## src/sv/assert_macros.svh

```systemverilog
// ---------------------------------------------------------------------------
// Assertion macros
// Shared concurrent assertion forms for the key debounce design.
// ---------------------------------------------------------------------------
`ifndef ASSERT_MACROS_SVH
`define ASSERT_MACROS_SVH

// Same-cycle implication, checked at every rising edge outside reset.
`define ASSERT_IMPLY(label, clk, rst, ante, cons) \
   label: assert property (@(posedge clk) disable iff (rst) (ante) |-> (cons)) \
      else $error("Assertion failed: same-cycle implication violated.");

// Next-cycle implication, checked at every rising edge outside reset.
`define ASSERT_NEXT(label, clk, rst, ante, cons) \
   label: assert property (@(posedge clk) disable iff (rst) (ante) |=> (cons)) \
      else $error("Assertion failed: next-cycle implication violated.");

`endif

```

## src/sv/kdlp_pkg.sv

```systemverilog
// ---------------------------------------------------------------------------
// Key debounce package
// Widths, reset values, register indexes and shared types.
// ---------------------------------------------------------------------------
package kdlp_pkg;

   localparam int NumKeysDefault = 6;
   localparam int KeyW = 3;
   localparam int TimeW = 32;
   localparam int CfgW = 16;

   localparam logic [CfgW-1:0] DebounceTimeReset = 16'd30;
   localparam logic [CfgW-1:0] LongPressTimeReset = 16'd2500;

   typedef enum logic [0:0] {
      CSR_DEBOUNCE_TIME   = 1'b0,
      CSR_LONG_PRESS_TIME = 1'b1
   } csr_index_type;

   typedef struct packed {
      logic             debounced;
      logic             prev_raw;
      logic             long_done;
      logic [TimeW-1:0] change_time;
      logic [TimeW-1:0] press_time;
   } key_entry_type;

   typedef struct packed {
      key_entry_type entry;
      logic          emit;
      logic          pressed;
      logic          is_long;
   } step_result_type;

endpackage

```

## src/sv/kdlp_if.sv

```systemverilog
// ---------------------------------------------------------------------------
// Key debounce channels
// Sample, event and register write channels with valid/ready handshakes.
// ---------------------------------------------------------------------------
interface kdlp_req_if;
   logic                       valid;
   logic                       ready;
   logic [kdlp_pkg::KeyW-1:0]  key_index;
   logic                       raw_pressed;
   logic [kdlp_pkg::TimeW-1:0] now_time;

   modport source (output valid, key_index, raw_pressed, now_time, input ready);
   modport sink (input valid, key_index, raw_pressed, now_time, output ready);
endinterface

interface kdlp_rsp_if;
   logic                      valid;
   logic                      ready;
   logic [kdlp_pkg::KeyW-1:0] event_key;
   logic                      event_pressed;
   logic                      event_long;

   modport source (output valid, event_key, event_pressed, event_long, input ready);
   modport sink (input valid, event_key, event_pressed, event_long, output ready);
endinterface

interface kdlp_csr_if;
   logic                      valid;
   logic                      ready;
   logic [0:0]                reg_index;
   logic [kdlp_pkg::CfgW-1:0] wdata;

   modport source (output valid, reg_index, wdata, input ready);
   modport sink (input valid, reg_index, wdata, output ready);
endinterface

```

## src/sv/kdlp_state_mem.sv

```systemverilog
// ---------------------------------------------------------------------------
// Key state memory
// Per-key state store with registered read and per-entry valid bits.
// ---------------------------------------------------------------------------
`include "assert_macros.svh"

module kdlp_state_mem #(
   parameter int NUM_KEYS = kdlp_pkg::NumKeysDefault,
   parameter int ADDR_W = 3
) (
   input  logic                    clock,
   input  logic                    reset,
   input  logic                    rd_en,
   input  logic [ADDR_W-1:0]       rd_addr,
   input  logic                    wr_en,
   input  logic [ADDR_W-1:0]       wr_addr,
   input  kdlp_pkg::key_entry_type wr_data,
   output kdlp_pkg::key_entry_type rd_data
);

   localparam int Depth = 1 << ADDR_W;

   kdlp_pkg::key_entry_type mem [Depth];
   logic [Depth-1:0]        valid_ff;
   kdlp_pkg::key_entry_type rd_data_ff;
   logic                    rd_valid_ff;

   always_ff @(posedge clock) begin
      if (wr_en) begin
         mem[wr_addr] <= wr_data;
      end
      if (rd_en) begin
         rd_data_ff <= mem[rd_addr];
      end
   end

   always_ff @(posedge clock) begin
      if (reset) begin
         valid_ff <= '0;
         rd_valid_ff <= 1'b0;
      end else begin
         if (wr_en) begin
            valid_ff[wr_addr] <= 1'b1;
         end
         if (rd_en) begin
            rd_valid_ff <= valid_ff[rd_addr];
         end
      end
   end

   // An entry never written reads as a released key with zero times.
   assign rd_data = rd_valid_ff ? rd_data_ff : '0;

   // The number of written entries can never exceed the number of keys.
   `ASSERT_IMPLY(a_valid_count, clock, reset, 1'b1, $countones(valid_ff) <= NUM_KEYS)

endmodule

```

## src/sv/kdlp_update.sv

```systemverilog
// ---------------------------------------------------------------------------
// Key state update
// Debounce and long-press decision for one sample against its key state.
// ---------------------------------------------------------------------------
module kdlp_update (
   input  logic                       raw_pressed,
   input  logic [kdlp_pkg::TimeW-1:0] now_time,
   input  logic [kdlp_pkg::CfgW-1:0]  debounce_time,
   input  logic [kdlp_pkg::CfgW-1:0]  long_press_time,
   input  kdlp_pkg::key_entry_type    entry,
   output kdlp_pkg::step_result_type  result
);

   logic [kdlp_pkg::TimeW-1:0] change_time;
   logic [kdlp_pkg::TimeW-1:0] held_time;
   logic [kdlp_pkg::TimeW-1:0] pressed_time;
   logic                       level_due;
   logic                       long_due;

   always_comb begin
      change_time = (raw_pressed != entry.prev_raw) ? now_time : entry.change_time;
      held_time = now_time - change_time;
      pressed_time = now_time - entry.press_time;
      level_due = (held_time >= kdlp_pkg::TimeW'(debounce_time))
                  && (raw_pressed != entry.debounced);
      long_due = entry.debounced && !entry.long_done
                 && (pressed_time >= kdlp_pkg::TimeW'(long_press_time));
   end

   always_comb begin
      result.entry = entry;
      result.entry.prev_raw = raw_pressed;
      result.entry.change_time = change_time;
      result.emit = 1'b0;
      result.pressed = 1'b0;
      result.is_long = 1'b0;
      priority if (level_due) begin
         result.entry.debounced = raw_pressed;
         result.entry.long_done = 1'b0;
         if (raw_pressed) begin
            result.entry.press_time = now_time;
         end
         result.emit = 1'b1;
         result.pressed = raw_pressed;
      end else if (long_due) begin
         result.entry.long_done = 1'b1;
         result.emit = 1'b1;
         result.pressed = 1'b1;
         result.is_long = 1'b1;
      end else begin
         result.emit = 1'b0;
      end
   end

endmodule

```

## src/sv/key_debounce_long_press.sv

```systemverilog
// ---------------------------------------------------------------------------
// Key debounce with long-press detect, one sample per cycle unless a stalled event
// holds the update stage; per-key state is read, updated and written back with
// forwarding. Reset releases all keys and restores the 30 ms and 2500 ms times at once.
// ---------------------------------------------------------------------------
`include "assert_macros.svh"

module key_debounce_long_press #(
   parameter int NUM_KEYS = kdlp_pkg::NumKeysDefault
) (
   input logic       clock,
   input logic       reset,
   kdlp_req_if.sink  req_ch,
   kdlp_rsp_if.source rsp_ch,
   kdlp_csr_if.sink  csr_ch
);

   localparam int AddrW = (NUM_KEYS > 1) ? $clog2(NUM_KEYS) : 1;

   logic [kdlp_pkg::CfgW-1:0]  debounce_time_ff;
   logic [kdlp_pkg::CfgW-1:0]  long_press_time_ff;

   logic                       s1_valid_ff;
   logic                       s1_valid_in;
   logic                       s1_inrange_ff;
   logic [kdlp_pkg::KeyW-1:0]  s1_key_ff;
   logic                       s1_raw_ff;
   logic [kdlp_pkg::TimeW-1:0] s1_now_ff;

   logic                       fwd_hit_ff;
   logic                       fwd_hit_in;
   kdlp_pkg::key_entry_type    fwd_data_ff;

   logic                       rsp_valid_ff;
   logic                       rsp_valid_in;
   logic [kdlp_pkg::KeyW-1:0]  rsp_key_ff;
   logic                       rsp_pressed_ff;
   logic                       rsp_long_ff;

   logic                       req_accept;
   logic                       req_inrange;
   logic                       s1_adv;
   logic                       s1_wr;
   kdlp_pkg::key_entry_type    mem_rd_data;
   kdlp_pkg::key_entry_type    cur_entry;
   kdlp_pkg::step_result_type  step;

   // Register writes.
   assign csr_ch.ready = 1'b1;

   always_ff @(posedge clock) begin
      if (reset) begin
         debounce_time_ff <= kdlp_pkg::DebounceTimeReset;
         long_press_time_ff <= kdlp_pkg::LongPressTimeReset;
      end else if (csr_ch.valid) begin
         unique case (kdlp_pkg::csr_index_type'(csr_ch.reg_index))
            kdlp_pkg::CSR_DEBOUNCE_TIME: begin
               debounce_time_ff <= csr_ch.wdata;
            end
            kdlp_pkg::CSR_LONG_PRESS_TIME: begin
               long_press_time_ff <= csr_ch.wdata;
            end
         endcase
      end
   end

   // Pipeline control.
   always_comb begin
      req_inrange = int'(req_ch.key_index) < NUM_KEYS;
      s1_adv = s1_valid_ff && (!step.emit || !rsp_valid_ff || rsp_ch.ready);
      s1_wr = s1_adv && s1_inrange_ff;
      req_ch.ready = !s1_valid_ff || s1_adv;
      req_accept = req_ch.valid && req_ch.ready;
      s1_valid_in = req_accept || (s1_valid_ff && !s1_adv);
      fwd_hit_in = s1_wr && (s1_key_ff == req_ch.key_index);
      rsp_valid_in = (s1_adv && s1_inrange_ff && step.emit)
                     || (rsp_valid_ff && !rsp_ch.ready);
      cur_entry = fwd_hit_ff ? fwd_data_ff : mem_rd_data;
   end

   kdlp_state_mem #(
      .NUM_KEYS(NUM_KEYS),
      .ADDR_W  (AddrW)
   ) u_state_mem (
      .clock  (clock),
      .reset  (reset),
      .rd_en  (req_accept),
      .rd_addr(AddrW'(req_ch.key_index)),
      .wr_en  (s1_wr),
      .wr_addr(AddrW'(s1_key_ff)),
      .wr_data(step.entry),
      .rd_data(mem_rd_data)
   );

   kdlp_update u_update (
      .raw_pressed    (s1_raw_ff),
      .now_time       (s1_now_ff),
      .debounce_time  (debounce_time_ff),
      .long_press_time(long_press_time_ff),
      .entry          (cur_entry),
      .result         (step)
   );

   always_ff @(posedge clock) begin
      if (reset) begin
         s1_valid_ff <= 1'b0;
         fwd_hit_ff <= 1'b0;
         rsp_valid_ff <= 1'b0;
      end else begin
         s1_valid_ff <= s1_valid_in;
         rsp_valid_ff <= rsp_valid_in;
         if (req_accept) begin
            fwd_hit_ff <= fwd_hit_in;
         end else if (s1_adv) begin
            fwd_hit_ff <= 1'b0;
         end
      end
   end

   always_ff @(posedge clock) begin
      if (req_accept) begin
         s1_inrange_ff <= req_inrange;
         s1_key_ff <= req_ch.key_index;
         s1_raw_ff <= req_ch.raw_pressed;
         s1_now_ff <= req_ch.now_time;
         fwd_data_ff <= step.entry;
      end
      if (s1_adv && s1_inrange_ff && step.emit) begin
         rsp_key_ff <= s1_key_ff;
         rsp_pressed_ff <= step.pressed;
         rsp_long_ff <= step.is_long;
      end
   end

   assign rsp_ch.valid = rsp_valid_ff;
   assign rsp_ch.event_key = rsp_key_ff;
   assign rsp_ch.event_pressed = rsp_pressed_ff;
   assign rsp_ch.event_long = rsp_long_ff;

   // A long-press event always reports the key as pressed.
   `ASSERT_IMPLY(a_long_is_pressed, clock, reset, rsp_valid_ff && rsp_long_ff, rsp_pressed_ff)
   // A new sample enters only while the sample ahead of it leaves the update stage.
   `ASSERT_IMPLY(a_accept_advance, clock, reset, req_accept && s1_valid_ff, s1_adv)
   // A forwarded entry always belongs to a sample in the update stage.
   `ASSERT_IMPLY(a_fwd_has_item, clock, reset, fwd_hit_ff, s1_valid_ff)
   // A stalled result holds the update stage, so no state is written meanwhile.
   `ASSERT_NEXT(a_stall_no_write, clock, reset,
      rsp_valid_ff && !rsp_ch.ready && s1_valid_ff && step.emit, s1_valid_ff)

endmodule
```

## src/flat_wrapper.sv

```systemverilog
// flat-port wrapper written by rule: the top's interface ports become plain ports
module key_debounce_long_press_flat 
#(
   parameter int NUM_KEYS = kdlp_pkg::NumKeysDefault
)
  (clock, reset, req_ch_valid, req_ch_key_index, req_ch_raw_pressed, req_ch_now_time, req_ch_ready, rsp_ch_valid, rsp_ch_event_key, rsp_ch_event_pressed, rsp_ch_event_long, rsp_ch_ready, csr_ch_valid, csr_ch_reg_index, csr_ch_wdata, csr_ch_ready);
  kdlp_req_if req_ch_i ();
  kdlp_rsp_if rsp_ch_i ();
  kdlp_csr_if csr_ch_i ();
  input logic clock;
  input logic reset;
  input wire logic [$bits(req_ch_i.valid)-1:0] req_ch_valid;
  input wire logic [$bits(req_ch_i.key_index)-1:0] req_ch_key_index;
  input wire logic [$bits(req_ch_i.raw_pressed)-1:0] req_ch_raw_pressed;
  input wire logic [$bits(req_ch_i.now_time)-1:0] req_ch_now_time;
  output wire logic [$bits(req_ch_i.ready)-1:0] req_ch_ready;
  output wire logic [$bits(rsp_ch_i.valid)-1:0] rsp_ch_valid;
  output wire logic [$bits(rsp_ch_i.event_key)-1:0] rsp_ch_event_key;
  output wire logic [$bits(rsp_ch_i.event_pressed)-1:0] rsp_ch_event_pressed;
  output wire logic [$bits(rsp_ch_i.event_long)-1:0] rsp_ch_event_long;
  input wire logic [$bits(rsp_ch_i.ready)-1:0] rsp_ch_ready;
  input wire logic [$bits(csr_ch_i.valid)-1:0] csr_ch_valid;
  input wire logic [$bits(csr_ch_i.reg_index)-1:0] csr_ch_reg_index;
  input wire logic [$bits(csr_ch_i.wdata)-1:0] csr_ch_wdata;
  output wire logic [$bits(csr_ch_i.ready)-1:0] csr_ch_ready;
  assign req_ch_i.valid = req_ch_valid;
  assign req_ch_i.key_index = req_ch_key_index;
  assign req_ch_i.raw_pressed = req_ch_raw_pressed;
  assign req_ch_i.now_time = req_ch_now_time;
  assign req_ch_ready = req_ch_i.ready;
  assign rsp_ch_valid = rsp_ch_i.valid;
  assign rsp_ch_event_key = rsp_ch_i.event_key;
  assign rsp_ch_event_pressed = rsp_ch_i.event_pressed;
  assign rsp_ch_event_long = rsp_ch_i.event_long;
  assign rsp_ch_i.ready = rsp_ch_ready;
  assign csr_ch_i.valid = csr_ch_valid;
  assign csr_ch_i.reg_index = csr_ch_reg_index;
  assign csr_ch_i.wdata = csr_ch_wdata;
  assign csr_ch_ready = csr_ch_i.ready;
  key_debounce_long_press #(.NUM_KEYS(NUM_KEYS)) u_core (.clock(clock), .reset(reset), .req_ch(req_ch_i), .rsp_ch(rsp_ch_i), .csr_ch(csr_ch_i));
endmodule
```

## config.mk

```make
export PLATFORM = sky130hd
export DESIGN_NAME = key_debounce_long_press_flat
export DESIGN_NICKNAME = d
export VERILOG_FILES = /design/src/sv/kdlp_pkg.sv /design/src/sv/kdlp_if.sv /design/src/sv/kdlp_state_mem.sv /design/src/sv/kdlp_update.sv /design/src/sv/key_debounce_long_press.sv /design/src/flat_wrapper.sv
export VERILOG_INCLUDE_DIRS = /design/src /design/src/sv
export SDC_FILE = /design/constraint.sdc
export NUM_CORES = 1
export LEC_CHECK = 0
export BUFFER_PORTS_ARGS = -buffer_cell sky130_fd_sc_hd__buf_2
export CAP_MARGIN = 20
export CELL_PAD_IN_SITES_DETAIL_PLACEMENT = 0
export CELL_PAD_IN_SITES_GLOBAL_PLACEMENT = 2
export CORE_UTILIZATION = 47
export DETAILED_ROUTE_END_ITERATION = 7
export PLACE_DENSITY = 0.9
export SETUP_SLACK_MARGIN = 0.05
export SLEW_MARGIN = 15
export SYNTH_ARGS = -nofsm -noshare
export SYNTH_HDL_FRONTEND = slang
export SYNTH_SLANG_ARGS = --single-unit
```

## constraint.sdc

```tcl
create_clock -name clock -period 14.75 [get_ports clock]
set_input_delay 2.95 -clock clock [delete_from_list [all_inputs] [get_ports clock]]
set_output_delay 2.95 -clock clock [all_outputs]
set_load 0.005 [all_outputs]
```

After elaboration in Yosys (flattened, before gate mapping)
Memories as Yosys holds them, arrays and structs flattened. A register that Yosys moved wholly into a read port is not among the register bits.
Cells that the tools add are included.
- flip-flop bits (word level): 153
- latch bits: 0
- RAM bits: 536
- ROM bits: 0
- input bits: 58
- output and inout bits: 8
- word-level logic and storage cells: 77
- memories kept: 1
- add/subtract/negate cells: 2
- multipliers: 0
- divide/modulo/power cells: 0
- $lt $le $gt $ge: 6
- eq/ne operators: 3
- shift-type cells: 0
- mux-type cells: 19
- bitwise gates (word level): 2
- reduce and logical (&&, ||, !) cells: 25
- memories (memory ; words ; width ; rd ports ; clocked after Yosys merged registers in ; write ports ; line ; source):
    u_core.u_state_mem.mem ; 8 ; 67 ; 1 ; 1 ; 1 ; kdlp_state_mem.sv:23 ; kdlp_pkg::key_entry_type mem [Depth];
- operators with widths (operator ; count):
    $mux W67 ; 2
    $mux W32 ; 3
    $ge A32 B16 Y1 ; 2
    $sub A32 B32 Y32 ; 2
    $logic_and A1 B1 Y1 ; 11
    $mux W1 ; 10
    $lt A3 B4 Y1 const B ; 2
    $or A8 B8 Y8 ; 1
    $logic_not A1 Y1 ; 6
    $logic_or A1 B1 Y1 ; 5
    $mux W2 ; 2
    $reduce_and A2 Y1 ; 2
    $bmux W1 S3 ; 1
    $demux W1 S3 ; 1
    $eq A3 B3 Y1 ; 1
    $ge A3 B1 Y1 const B ; 1
    $lt A3 B3 Y1 const B ; 1
    $ne A1 B1 Y1 ; 2
    $reduce_bool A2 Y1 ; 1
    $not A1 Y1 ; 1

Depth between registers and ports, before layout
Gate-level depths: netlist of the first run.
- depth in word-level cells: 15
- mapped depth: 30
- depth with buffers taken out: 25

Cells and area by module
Synthesis of the first run repeated with hierarchy kept, for this count alone.
- cell total of the unflattened synthesis: 2269
- area total of the unflattened synthesis: 34863.4 µm²
- modules (own cells, without submodules) (module ; times used ; cells each ; area each (µm²) ; seq. area each (µm²)):
    kdlp_state_mem ; 1 ; 957 ; 22985.8 ; 18287.5
    kdlp_update ; 1 ; 962 ; 6396.1 ; 0.0
    key_debounce_long_press ; 1 ; 350 ; 5481.5 ; 3973.8

Least setup slack after synthesis of the first run
Ideal clock, no wire load.
- kind: reg-to-reg
- start: register u_core.s1_raw_ff
- end: memory u_core.u_state_mem.mem[7][0] in the netlist's numbering, enable pin
- library setup time: 0.682 ns
- arrival time: 12.938 ns
- required time: 14.068 ns
- path slack: 1.131 ns
- cell stages (with the launch flop): 27
- path buffers: 2
- period minus slack after synthesis: 13.619 ns
- cells stage by stage: edfxtp_1 and3_1 a211oi_2 clkbuf_1 buf_1 a221oi_1 a21oi_1 ha_1 nor2b_1 nor2_1 o221ai_1 a221oi_2 o21ai_0 a31oi_1 o21ai_0 a31oi_1 xnor2_1 ha_1 a21o_1 a21o_1 a211oi_1 o21ai_0 a2111oi_0 nand3_1 o31ai_2 a21oi_1 nor4b_1
- RTL lines (element ; line ; source):
    start: declaration ; key_debounce_long_press.sv:27 ; logic s1_raw_ff;
    start signal: assignment ; key_debounce_long_press.sv:124 ; s1_raw_ff <= req_ch.raw_pressed;
    end: declaration ; kdlp_state_mem.sv:23 ;

==> run metrics, run 1 <==
status finished, final reports clean; vias in the first global route 19534; CP Class reg2out; post-cts resize count 0; Synth Cell Area 33610 sq um; Ys Warns 0; main flop type after synthesis edfxtp_1; Layout Skew 0.01834 ns; most frequent cell after synthesis edfxtp_1; Place WS 3.475 ns; Cells after Synth 2165; worst hold stages 2; Worst EP required 11.80 ns; Worst Path Arrival 9.01 ns; Async SR Flop Fraction 0%; total wire length 81020 um; synthesis-stage register bit count 756; dominant cell type by area after synthesis edfxtp_1; design area 37580 sq um; R2R Setup Slk 4.30 ns; # Post-CTS Setup Buffers 0; min Tclk post-route 11.96 ns; total core area 70390 sq um; syn_nets 2317; Root Buffer Master clkbuf_16; reg2reg start u_core.fwd_hit_ff; IO Pins 66; family with the most delay on the worst path compound AO/OA/AOI/OAI gates; sequential fraction of the synthesis area 66.22%; Worst Hold End u_core.long_press_time_ff[3]; routed vias 19452; area of placed instances 34970 sq um; Tcrit/Tclk final 81.08%; dpl cells 3089; Worst Setup Start Kind flip-flop; synth top area cells edfxtp_1 64%, mux4_2 9.1%, ha_1 3.4%; MaxCap Viol Count 0; first-pass GRT wire length 122500 um; H-tree depth 3; Via-to-Cell Ratio 6.028; Nets 2380; critical path buffer and inverter count 3; Worst-Skew Late Latency 0.64 ns; HP Start u_core.long_press_time_ff[3]; Num CTS Buffers 77; Iter 0 DRT Violations 1842; Clock Tree Buf Depth 3; port bufs 64; Die X 269.4 um; Slew headroom 28.33%; Worst VDD drop 0.00009876 V; Routability Congestion 0.9203; Worst setup EP type primary output; row count 97; pwr/cell area 128.9 nW/um^2; Leakage 12.90 nW; cell count of the worst reg-to-reg path 27; Die ar. 72600 sq um; Setup Viol. Count Final 0; Detail Route Antenna Nets 0; largest net degree at the start of global routing 105; post-synth cell types 79; max incr delay on CP 0.81 ns; Hold Crit Class reg2reg; initial antenna violation count 0; GRT Total Usage 22.31%; fraction of final layout cells sized beyond drive strength 1 19.33%; DPL Wire Length 51140 um; Die Height 269.4 um; setup TNS 0 ns; max-slew violations 0; CTS Hold Buffers Added 0; ant diodes 0; starting density of the core 47.75%; DRC Markers 0; Layout fillers 5630; Finished Layout Cells 3227; total power 4.845 mW; PnR worst setup slack 2.791 ns; CTS tree yes; FF-to-FF End u_core.u_state_mem.mem[7][21]; RSZ-0062 raised after global routing no; 1st-pass router iterations 6; FMAX 0.08362 GHz; number of clock sinks 756; critical-path maximum fanout 48; top post-synthesis cells by count 712 x edfxtp_1, 140 x nand2_1, 136 x mux4_2; worst-margin pin slew 1.075 ns; Post-synth EDFFs 712; global route overflow 0; WL/cell 25.11 um; Worst-path clk slew 0.06 ns; top cell type's share of synthesized area 63.60%; Avg Cell Area, Syn 15.53 sq um; CP max stage cell a211oi_4; Layout area overhead 11.81%; Final Hold Fails 0
## area by class of cell
class                           count  area [sq um]  area share [%]
Timing Repair Buffer               92         549.3           1.461
Tap cell                          940          1176           3.129
Inverter                          117         446.7           1.188
Sequential cell                   756         22270           59.24
Clock buffer                       94          2041           5.430
Clock inverter                     44         573.1           1.525
Multi-Input combinational cell   1184         10530           28.02
## kinds of logic (layout without fill, tap and decap cells)
| group | Yosys count | count (layout) | synth area share (%) |
|---|---|---|---|
| other | 1 | 1 | 0.01116 |
| buffers and inverters | 225 | 347 | 2.661 |
| AO/OA/AOI/OAI | 428 | 428 | 8.438 |
| AND/OR/NAND/NOR | 373 | 373 | 5.393 |
| flip-flops | 756 | 756 | 66.22 |
| XOR/XNOR | 45 | 45 | 1.172 |
| adder cells (fa/ha/maj) | 96 | 96 | 3.603 |
| multiplexers | 241 | 241 | 12.50 |
## placed cells by master, fill, tap and decap left out, drive strengths merged, types with 16 or more instances in the layout
cell and count:
edfxtp 712, nand2 140, mux4 136, a21oi 134, inv 127, clkbuf 94
ha 92, buf 92, nor2 81, mux2 69, a22oi 64, o21ai 59
dfxtp 44, mux2i 36, a21o 29, xnor2 27, nand4 26, clkinv 23
xor2 18, nor2b 18, nand3 17, nor3 16, a31oi 16
## registers in the layout, indices dropped and copies added, names as in the netlist, 3 cells and up
signal,cells
u_core.s1_now_ff,32
u_core.long_press_time_ff,16
u_core.debounce_time_ff,16
u_core.s1_key_ff,3
u_core.u_state_mem.valid_ff,8
u_core.u_state_mem.mem,536
u_core.rsp_ch.event_key,3
u_core.fwd_data_ff,67
u_core.u_state_mem.rd_data_ff,67
## through the flow
step	util, %	hold slack [ns]
after global placement	49.68	0.4443
after CTS	53.39	0.4601
after global routing	53.39	0.4772
after floorplan	-	0.4363
after detailed placement	49.68	0.4513
final	53.39	0.4591
## worst register-to-register path, stage by stage (launching register included)
cell and delay, ns:
dfxtp_4 0.69, buf_4 0.65, a21oi_1 0.31, a211oi_4 0.81, a221oi_1 0.12, a21oi_1 0.55
ha_1 0.32, nor2b_1 0.07, nor2_1 0.25, o221ai_1 0.22, a221oi_2 0.53, o21ai_0 0.25
a31oi_1 0.29, o21ai_0 0.19, a31oi_1 0.24, xnor2_1 0.16, ha_1 0.27, a21o_1 0.18
a21o_1 0.17, a211oi_1 0.42, o21ai_0 0.15, a2111oi_0 0.37, nand3_1 0.28, o31ai_2 0.49
a21oi_2 0.38, nor4b_2 0.38, buf_4 0.57, buf_4 0.69
## worst max path at each step
stage | to | cells after the start | from | slack (ns)
finish | req_ch_ready | 26 | u_core.fwd_hit_ff | 2.79
global route | req_ch_ready | 26 | u_core.fwd_hit_ff | 2.02
CTS | req_ch_ready | 26 | u_core.fwd_hit_ff | 2.76
detailed placement | req_ch_ready | 26 | u_core.fwd_hit_ff | 3.48
global placement | req_ch_ready | 26 | u_core.fwd_hit_ff | 3.80
floorplan | u_core.u_state_mem.mem[7][0] | 26 | u_core.s1_raw_ff | 1.13
## per-layer routing
layer / part of all wire (%) / up-vias / GRT usage [%]
met1: 44 / 10005 / 31.70
met3: 5.5 / 141 / 2.885
met4: 3.0 / 0 / 7.730
li1: - / 8655 / -
met2: 47 / 651 / 35.58
met5: 0 / - / 0
## where the power goes
part           leakage (nW)  total (mW)  internal (mW)  switching (mW)
combinational          4.61       0.409          0.158           0.251
clock                  1.28        2.00           1.16           0.834
sequential             7.01        2.44           2.41          0.0300
(Power assumes the default switching activity.)
==> inputs of run 2 (changes only) <==
- clock period: 14.75 -> 12.25 ns (I/O delays scaled with it)
==> run metrics, run 2 (synthesis gave the netlist of run 1 again) <==
status finished, final reports clean; setup TNS 0 ns; reg2reg start u_core.fwd_hit_ff; Nets 2384; routed vias 19357; MaxCap Viol Count 0; max incr delay on CP 0.66 ns; pwr/cell area 153.5 nW/um^2; # Post-CTS Setup Buffers 0; Finished Layout Cells 3234; HP Start u_core.long_press_time_ff[14]; FMAX 0.09487 GHz; total core area 70390 sq um; number of clock sinks 756; Net Sw Frac 23.08%; worst-margin pin slew 1.141 ns; clock share of power 40.4%; CTS Hold Buffers Added 0; Via-to-Cell Ratio 5.985; Internal 4.429 mW; fraction of final layout cells sized beyond drive strength 1 19.22%; GR Util met3 2.743%; R2R Setup Slk 3.08 ns; CP max stage cell dfxtp_4; Final Hold Fails 0; largest reg by FF count u_core.u_state_mem.mem; Num CTS Buffers 79; max reg flops 536; Layout area overhead 11.57%; min Tclk post-route 10.54 ns; Root Buffer Master clkbuf_16; global route overflow 0; post-cts resize count 0; Worst Setup Start Kind flip-flop; Setup Viol. Count Final 0; Die Height 269.4 um; vias in the first global route 19529; P_sw 1.329 mW; Worst VDD drop 0.0001043 V; most frequent cells in the layout 712 x edfxtp_1, 140 x nand2_1, 136 x mux4_2, 133 x a21oi_1, 116 x inv_1; total power 5.758 mW; M1 GR Usage 32.29%; CTS tree yes; dpl cells 3089; initial antenna violation count 0; RSZ-0062 raised after global routing no; most common cell after layout, fill and taps aside edfxtp_1; met2 Track Usage GR 34.79%; port bufs 64; Worst Path Arrival 8.09 ns; total wire length 79850 um; Slew headroom 23.94%; ant diodes 0; Detail Route Antenna Nets 0; Iter 0 DRT Violations 1890; cell count of the worst reg-to-reg path 26; H-tree depth 3; GRT Total Usage 22.09%; DPL Wire Length 51330 um; Layout Skew 0.02111 ns; Tcrit/Tclk final 86.05%; Die X 269.4 um; IO Pins 66; Largest regs u_core.u_state_mem.mem x536, u_core.fwd_data_ff x67, u_core.u_state_mem.rd_data_ff x67; CP Class reg2out; row count 97; Worst setup EP type primary output; WL/cell 24.69 um; Clock Tree Buf Depth 3; Gate power share 8.6%; Worst-Skew Late Latency 0.63 ns; critical-path maximum fanout 67; Hold Crit Class reg2reg; DRC Markers 0; Die ar. 72600 sq um; critical path buffer and inverter count 3; first-pass GRT wire length 121900 um; family with the most delay on the worst path compound AO/OA/AOI/OAI gates; Worst EP required 9.80 ns; starting density of the core 47.75%; largest net degree at the start of global routing 125; worst hold stages 2; grt peak-use layer met2; Routability Congestion 0.8950; Leakage 12.85 nW; max-slew violations 0; 1st-pass router iterations 7; sequential power share 51.0%; FF-to-FF End u_core.s1_now_ff[5]; Worst-path clk slew 0.06 ns; Worst Hold End u_core.long_press_time_ff[14]
run 2: cell count changes in the layout (fill, tap and decap cells not counted), sizes merged:
cell / delta
inv: -4
buf: +2
bufinv: -4
clkinvlp: +3
clkinv: +7
clkbuf: +3
run 2: layout make-up:
type	count	area, sq um
fill	5665	32890
sequential	756	22270
clock buffer	97	2108
clock inverter	46	400.4
timing repair buffer	94	565.5
multi-input combinational	1184	10540
tap	940	1176
inverter	117	446.7
run 2: metrics by stage:
| stage | area, sq um | setup WS, ns | hold slack [ns] | utilization, % |
|---|---|---|---|---|
| final | 37500 | 1.709 | 0.4609 | 53.28 |
| after global routing | 37500 | 0.8459 | 0.4761 | 53.28 |
| after CTS | 37490 | 1.667 | 0.4609 | 53.25 |
| after detailed placement | 34980 | 2.382 | 0.4504 | 49.69 |
| after global placement | 34980 | 2.640 | 0.4459 | 49.69 |
| after floorplan | 33620 | -1.344 | 0.4363 | - |
run 2: worst max path at each step:
stage                      start                           end  cells past startpoint
3_3_place_gp   u_core.fwd_hit_ff                  req_ch_ready                     26
6_report       u_core.fwd_hit_ff                  req_ch_ready                     26
4_1_cts        u_core.fwd_hit_ff                  req_ch_ready                     26
3_5_place_dp   u_core.fwd_hit_ff                  req_ch_ready                     26
5_1_grt        u_core.fwd_hit_ff                  req_ch_ready                     27
2_1_floorplan   u_core.s1_raw_ff  u_core.u_state_mem.mem[0][0]                     26
run 2: worst reg2reg max path: stages (launching register included):
cell	delay (ns)
dfxtp_4	0.66
a21oi_1	0.23
a211oi_4	0.27
buf_4	0.61
a221oi_1	0.12
a21oi_1	0.53
ha_1	0.32
nor2b_1	0.08
nor2_1	0.27
o221ai_1	0.23
a221oi_2	0.52
o21ai_0	0.24
a31oi_1	0.29
o21ai_0	0.21
a31oi_1	0.25
xnor2_1	0.09
ha_1	0.32
a21o_1	0.18
a21o_1	0.17
a211oi_1	0.32
o21ai_0	0.15
a2111oi_0	0.36
nand3_1	0.28
o31ai_1	0.40
o211ai_1	0.30
inv_8	0.70
buf_4	0.70
run 2: power groups by stage:
stage / registers [mW] / logic, mW / clock network [mW]
2_1_floorplan: 2.98 / 0.353 / 0
3_3_place_gp: 2.99 / 0.485 / 0
3_5_place_dp: 2.99 / 0.493 / 0
4_1_cts: 2.94 / 0.496 / 2.37
5_1_grt: 2.94 / 0.547 / 2.46
6_report: 2.94 / 0.496 / 2.33
run 2: layer usage:
metal / up-vias / share of wire (%) / routed length (um)
li1: 8664 / - / -
met1: 9919 / 45 / 36190
met2: 652 / 47 / 37560
met3: 122 / 5.3 / 4243
met4: 0 / 2.3 / 1857
met5: - / 0 / 0
